`src/hdl/bte_pkg.sv`:
```
// Shared types, constants and helpers for the box tracking-error value function.
`default_nettype none

package bte_pkg;

    // Number of axes; the top level names one port per axis (x, y, z).
    localparam int AXES = 3;

    // Configuration register indexes: axis settings first, then the priority pair.
    localparam int CFG_COUNT     = AXES + 2;
    localparam int CFG_IDX_W     = $clog2(CFG_COUNT);
    localparam int CFG_PRIO_LOW  = AXES;
    localparam int CFG_PRIO_SPAN = AXES + 1;

    // Field widths.
    localparam int IN_W    = 16;
    localparam int SET_W   = 48;
    localparam int PRIO_W  = 17;
    localparam int OUT_W   = 32;
    localparam int SURF_W  = 54;

    // Pipeline depth: five lane stages and three merge stages.
    localparam int LANE_STAGES  = 5;
    localparam int MERGE_STAGES = 3;
    localparam int LATENCY      = LANE_STAGES + MERGE_STAGES;

    // Priority one in unsigned Q1.16.
    localparam logic [PRIO_W-1:0] PRIO_ONE = 17'h10000;

    // One axis register: inverse effective acceleration, position expansion,
    // planner speed, each unsigned Q8.8.
    typedef struct packed {
        logic [15:0] k;
        logic [15:0] pe;
        logic [15:0] vp;
    } axis_settings_t;

    // What one lane hands to the merge stage.
    typedef struct packed {
        logic signed [SURF_W-1:0] surf;
        logic                     side;
        logic signed [OUT_W-1:0]  grad;
    } lane_out_t;

    // Saturate a signed value to 32 bits.
    function automatic logic signed [OUT_W-1:0] sat32(input logic signed [63:0] a);
        logic signed [OUT_W-1:0] r;
        if (a > 64'sh0000_0000_7FFF_FFFF) begin
            r = 32'sh7FFF_FFFF;
        end else if (a < -64'sh0000_0000_8000_0000) begin
            r = 32'sh8000_0000;
        end else begin
            r = a[OUT_W-1:0];
        end
        return r;
    endfunction

endpackage

`default_nettype wire

```
`src/hdl/bte_merge.sv`:
```
// Merge stage: largest surface over the lanes, rounding, saturation and priority.
`default_nettype none

module bte_merge (
    input  wire logic                              clk,
    input  wire bte_pkg::lane_out_t                lanes [bte_pkg::AXES],
    input  wire logic [31:0]                       prio_low,
    input  wire logic [31:0]                       prio_span,
    output logic signed [bte_pkg::OUT_W-1:0]       value,
    output logic [bte_pkg::PRIO_W-1:0]             prio,
    output logic [bte_pkg::AXES-1:0]               side,
    output logic signed [bte_pkg::OUT_W-1:0]       grad [bte_pkg::AXES]
);

    logic signed [bte_pkg::SURF_W-1:0] best;
    logic signed [44:0]                shifted;
    logic signed [bte_pkg::OUT_W-1:0]  value_next, value1_reg, value2_reg, value_reg;
    logic [bte_pkg::AXES-1:0]          side1_reg, side2_reg, side_reg;
    logic signed [bte_pkg::OUT_W-1:0]  grad1_reg [bte_pkg::AXES];
    logic signed [bte_pkg::OUT_W-1:0]  grad2_reg [bte_pkg::AXES];
    logic signed [bte_pkg::OUT_W-1:0]  grad_reg  [bte_pkg::AXES];
    logic signed [33:0]                diff;
    logic                              pos_next, pos_reg;
    logic [62:0]                       prod_next, prod_reg;
    logic [46:0]                       excess;
    logic [bte_pkg::PRIO_W-1:0]        prio_next, prio_reg;

    always_comb
    begin
        best = lanes[0].surf;
        for (int i = 1; i < bte_pkg::AXES; i++)
        begin
            if (lanes[i].surf > best)
            begin
                best = lanes[i].surf;
            end
        end
        // Arithmetic shift rounds toward minus infinity.
        shifted    = $signed(best[53:9]);
        value_next = bte_pkg::sat32(64'(shifted));

        diff      = 34'(value1_reg) - $signed({2'b00, prio_low});
        pos_next  = ~diff[33] && (diff != 34'sd0);
        prod_next = {32'b0, diff[30:0]} * {31'b0, prio_span};

        excess = prod_reg[62:16];
        if (!pos_reg)
        begin
            prio_next = bte_pkg::PRIO_ONE;
        end
        else if (excess >= 47'(bte_pkg::PRIO_ONE))
        begin
            prio_next = '0;
        end
        else
        begin
            prio_next = bte_pkg::PRIO_ONE - excess[16:0];
        end
    end

    always_ff @(posedge clk)
    begin
        value1_reg <= value_next;
        value2_reg <= value1_reg;
        value_reg  <= value2_reg;
        pos_reg    <= pos_next;
        prod_reg   <= prod_next;
        prio_reg   <= prio_next;
        side2_reg  <= side1_reg;
        side_reg   <= side2_reg;
        for (int i = 0; i < bte_pkg::AXES; i++)
        begin
            side1_reg[i] <= lanes[i].side;
            grad1_reg[i] <= lanes[i].grad;
            grad2_reg[i] <= grad1_reg[i];
            grad_reg[i]  <= grad2_reg[i];
        end
    end

    assign value = value_reg;
    assign prio  = prio_reg;
    assign side  = side_reg;
    assign grad  = grad_reg;

endmodule

`default_nettype wire

```
`config.mk`:
```
export PLATFORM = sky130hd
export DESIGN_NAME = bte_merge
export DESIGN_NICKNAME = d
export VERILOG_FILES = /design/src/hdl/bte_pkg.sv /design/src/hdl/bte_merge.sv
export SDC_FILE = /design/constraint.sdc
export NUM_CORES = 2
export LEC_CHECK = 0
export BUFFER_PORTS_ARGS = -buffer_cell sky130_fd_sc_hd__buf_2
export CAP_MARGIN = 20
export CORE_MARGIN = 4
export CORE_UTILIZATION = 42
export CTS_CLUSTER_DIAMETER = 200
export DETAILED_ROUTE_END_ITERATION = 10
export PLACE_DENSITY_LB_ADDON = 0.2
export SLEW_MARGIN = 5
export SYNTH_ARGS = -nofsm -noshare
export SYNTH_HDL_FRONTEND = slang
export SYNTH_SLANG_ARGS = --single-unit
```
`constraint.sdc`:
```
create_clock -name clk -period 11.65 [get_ports clk]
set_input_delay 1.165 -clock clk [delete_from_list [all_inputs] [get_ports clk]]
set_output_delay 1.165 -clock clk [all_outputs]
set_load 0.02 [all_outputs]
```
After elaboration in Yosys (flattened, before gate mapping). Memory sizes are Yosys's and may differ from the RTL's. A register that Yosys moved wholly into a read port is not among the register bits. Cells that the tools add are included.

Add/sub/neg operators: 2. $mul: 1. Magnitude comparators: 5. Mux-type cells: 4. Bitwise logic cells: 2. Reduce and logical (&&, ||, !) cells: 3.

Operator list (number): $gt 54x54->1 (2); $mux 54 (2); $mul 31x32->63 (1); $ge 47x17->1 const B (1); $gt 45x32->1 const B (1); $lt 45x32->1 const B (1); $reduce_bool 34->1 (1); $sub 32x33->34 (1); $mux 32 (1); $mux 17 (1); $sub 17x17->17 const A (1); $not 1->1 (2); $reduce_or 2->1 (1); $logic_and 1x1->1 (1).

Bits in registers: 186. Bits in writable memories: 192. Input bits: 326. Output and inout bits: 148. Word-level logic and storage cells: 29. Memories kept: 2.

Memories: grad1_reg (depth 3, width 32, rd ports 3, clocked after Yosys merged registers in 0, write ports 3, line bte_merge.sv:19) `logic signed [bte_pkg::OUT_W-1:0] grad1_reg [bte_pkg::AXES];`; grad2_reg (depth 3, width 32, rd ports 3, clocked after Yosys merged registers in 3, write ports 3, line bte_merge.sv:20) `logic signed [bte_pkg::OUT_W-1:0] grad2_reg [bte_pkg::AXES];`.

Depth between registers and ports, before layout.
Depth after elaboration: 6. Gate-level depth with buffers: 41. Depth with buffers taken out: 39.

Worst setup path after synthesis. No wires, ideal clock.

Path kind: input -> register. From: input port prio_low[10]. To: register prod_reg[62]. Setup time: 131 ps. Arrival: 10913 ps. Slack: 607 ps. Cell stages on the path: 36. Path buffers: 1. Path through: inv_1 ha_1 and2_1 a221o_1 a221oi_1 nand2b_1 a31oi_1 o22a_1 a221o_1 a21oi_1 xnor2_1 clkbuf_1 nand2_1 fa_1 inv_1 fa_1 fa_1 fa_1 fa_1 fa_1 fa_1 inv_1 fa_1 inv_1 ha_1 and3_1 nand4_1 nor3b_1 a2111oi_0 o21ai_0 o21ai_1 a211oi_1 or3_1 a2111oi_0 o31ai_1 xor2_1.

Longest elaborated chain between the ends: 2.

RTL lines: from (decl) (line bte_merge.sv:7) `input wire logic [31:0] prio_low,`; $sub 32x33->34 (line bte_merge.sv:42) `diff = 34'(value1_reg) - $signed({2'b00, prio_low});`; $mul 31x32->63 (line bte_merge.sv:44) `prod_next = {32'b0, diff[30:0]} * {31'b0, prio_span};`; net prod_next[62] (line bte_merge.sv:24) `logic [62:0] prod_next, prod_reg;`; to (signal assigned) (line bte_merge.sv:67) `prod_reg <= prod_next;`; to (decl) (line bte_merge.sv:24).

The timed path passes the listed nets, and every way through them passes these cells. A chain may end at the register's enable or synchronous reset.

Final worst setup path. Ends and elaborated chain as after synthesis.

==> impl_results.md <==
* Net Count, Synth at 6598
* CP Capture Type: flip-flop
* H-tree depth at 2
* Vias/cell at 5.03
* Vias in the first global route at 36700
* CTS tree: yes
* Setup Buffers After CTS at 0
* Ports at 474
* RSZ-0062 raised after global routing: false
* Register area share after synthesis at 0.195
* I/O Buffers at 473
* Met2 Wirelength at 64.3 mm
* Clk Latency, worst-skew pair at 0.65 ns
* Async SR Flop Fraction at 0
* Startpoint class of the critical path: input port
* Synth cell types at 64
* Root Driver: clkbuf_16
* Max-Cap Viols at 0
* #FFs+latches synth at 458
* Final #Nets at 7019
* Worst-path cell with the longest stage delay: fa_1
* Syn-to-layout area delta at 13.8%
* Worst Tran Pin Value at 1.16 ns
* Gate Count Post-Synth at 5011
* Wire per inst at 19.0 microns
* Die Height at 343 microns
* Clk slew on worst S/H paths at 0.06 ns
* Global-route wire length before repair at 209 mm
* Initial antenna violation count at 19
* CTS Buffer Depth at 3
* Hold crit path type: flip-flop to flip-flop
* Largest net degree at the start of global routing at 70
* Placer Congestion at 0.908
* Cts repair resizes at 0
* Post-Syn Area at 0.0471 sq mm
* Critical path's most frequent cell: fa_1
* Syn_area_per_cell at 9.39 sq um
* Die width at 343 microns
* Slowest Stage Delay on Critical Path at 0.57 ns
* Total Routing Usage GR at 0.228
* Total number of vias at 35100
* Site row count at 122
* Hold Buf Count CTS at 0
* GRT overflow at 0
* Post-synth EDFFs at 0
* Detailed Routing Iterations Pass 1 at 5
* Half-perimeter wire length after placement at 109 mm
* Outcome: complete, no violations
* Fin area at 0.0536 sq mm
* Top FF cell, synth: dfxtp_1
* Share of post-route cells with drive strength above 1 at 0.135
* CP Max Fanout at 6
* Clk sinks at 458
* Placed Area at 0.0517 sq mm
* DR WL met3 at 8.48 mm
* CORE AREA at 0.111 sq mm
* Skew final at 0.0582 ns
* Synthesis warning total at 0
* Final wirelength at 133 mm
* Fin Hold WS at 0.315 ns
* CP arrival at 11.56 ns
* Drt initial violations at 2043
* Initial cell density of the core at 0.424
* Critical Path RT at 12.11 ns
* TritonCTS buffer count at 51
* Slew HR at 0.206
* Post-Route M1 WL at 56.8 mm
* Final Hold Viols at 0
* Die area at 0.118 sq mm
* Antenna-violating nets left at 0
* Max Clk Rate at 90.1 MHz
* Drt drc at 0
* Top routing layer used: met5
* Final Cycle Share at 0.953
* WS Path Type: input port to flip-flop
* Max-slew violation count at 0
* Most frequent cells in the layout: 1041 x inv_1, 865 x fa_1, 683 x nand2_1
* # setup viols final at 0
* Most common cell after layout, fill and taps aside: inv_1
* Crit path time final at 11.10 ns
==> worst max-delay path: cells and delay by family <==
kind / cells / cell delay [ns]
AO/OA/AOI/OAI: 12 / 2.90
XOR/XNOR: 2 / 0.38
adder cells (fa/ha/maj): 10 / 4.86
buffers and inverters: 8 / 0.99
AND/OR/NAND/NOR: 7 / 1.26
==> worst paths after layout <==
path | start | end | slack (ns) | depth (start not counted)
setup / recovery | prio_low[10] | prod_reg[62]$_DFF_P_ | 0.55 | 39
setup reg to reg | value1_reg[0]$_SDFF_PN1_ | prod_reg[62]$_DFF_P_ | 0.90 | 39
hold / removal | value2_reg[11]$_DFF_P_ | value[11]$_DFF_P_ | 0.32 | 0
hold reg to reg | value2_reg[11]$_DFF_P_ | value[11]$_DFF_P_ | 0.32 | 0
==> logic make-up (layout without fill, tap and decap cells) <==
group,Yosys count,count (layout),share of synthesized area
and+or+nand+nor,1453,1453,0.150
xor gates and xnor gates,75,75,0.0140
buffers and inverters,1285,1747,0.103
DFF,458,458,0.195
muxes,4,4,0.000904
AOI/OAI and AO/OA,475,475,0.0644
other,0,14,0
adders and majority gates,1261,1261,0.473
==> synthesized netlist by cell type, types with 6 or more instances <==
master	n	share of area
nor4_1	18	0.0024
dfxtp_1	458	0.19
o21bai_1	20	0.0032
a21o_1	62	0.0099
and3_1	51	0.0068
a211oi_1	16	0.0026
o21ai_0	74	0.0079
nand2b_1	56	0.0074
ha_1	395	0.10
xnor2_1	46	0.0086
nand4_1	25	0.0033
nor2_1	104	0.0083
nand3_1	58	0.0062
nand2_1	683	0.054
a31oi_1	9	0.0012
or3_1	12	0.0016
o211ai_1	37	0.0059
fa_1	866	0.37
nor2b_1	39	0.0052
nor3_1	30	0.0032
xor2_1	29	0.0054
and2_1	345	0.046
clkbuf_1	235	0.019
and4_1	12	0.0022
inv_1	1041	0.083
a221o_1	6	0.0013
a21oi_1	166	0.018
o31ai_1	18	0.0029
o21a_1	19	0.0030
==> routing by layer <==
layer | track usage | up-vias
li1 | - | 16000
met1 | 0.312 | 17700
met2 | 0.384 | 1081
met3 | 0.0362 | 189
met4 | 0.0520 | 6
met5 | 0 | -
==> cell type report <==
| type | instances | area [sq um] |
|---|---|---|
| Timing Repair Buffer | 612 | 3460 |
| Antenna cell | 14 | 35.0 |
| Sequential cell | 458 | 9170 |
| Tap cell | 1488 | 1860 |
| Multi-Input combinational cell | 3268 | 33300 |
| Clock buffer | 70 | 1450 |
| Inverter | 1041 | 3910 |
| Clock inverter | 24 | 360 |
| Fill cell | 10600 | 57400 |
==> metrics by stage <==
stage | setup TNS [ns] | setup slack, ns | instances | utilization
6_report | 0 | 0.546 | 6975 | 0.483
5_1_grt | 0 | 0.0245 | 6968 | 0.483
4_1_cts | 0 | 0.504 | 6960 | 0.482
3_5_place_dp | -0.121 | -0.0931 | 6866 | 0.466
3_3_place_gp | -0.158 | -0.113 | 6866 | 0.466
2_1_floorplan | 0 | 0.607 | 5011 | -
Power is left out: the tool's default activity adds up to more than one toggle a clock period on the data nets, which glitch-free logic cannot reach.
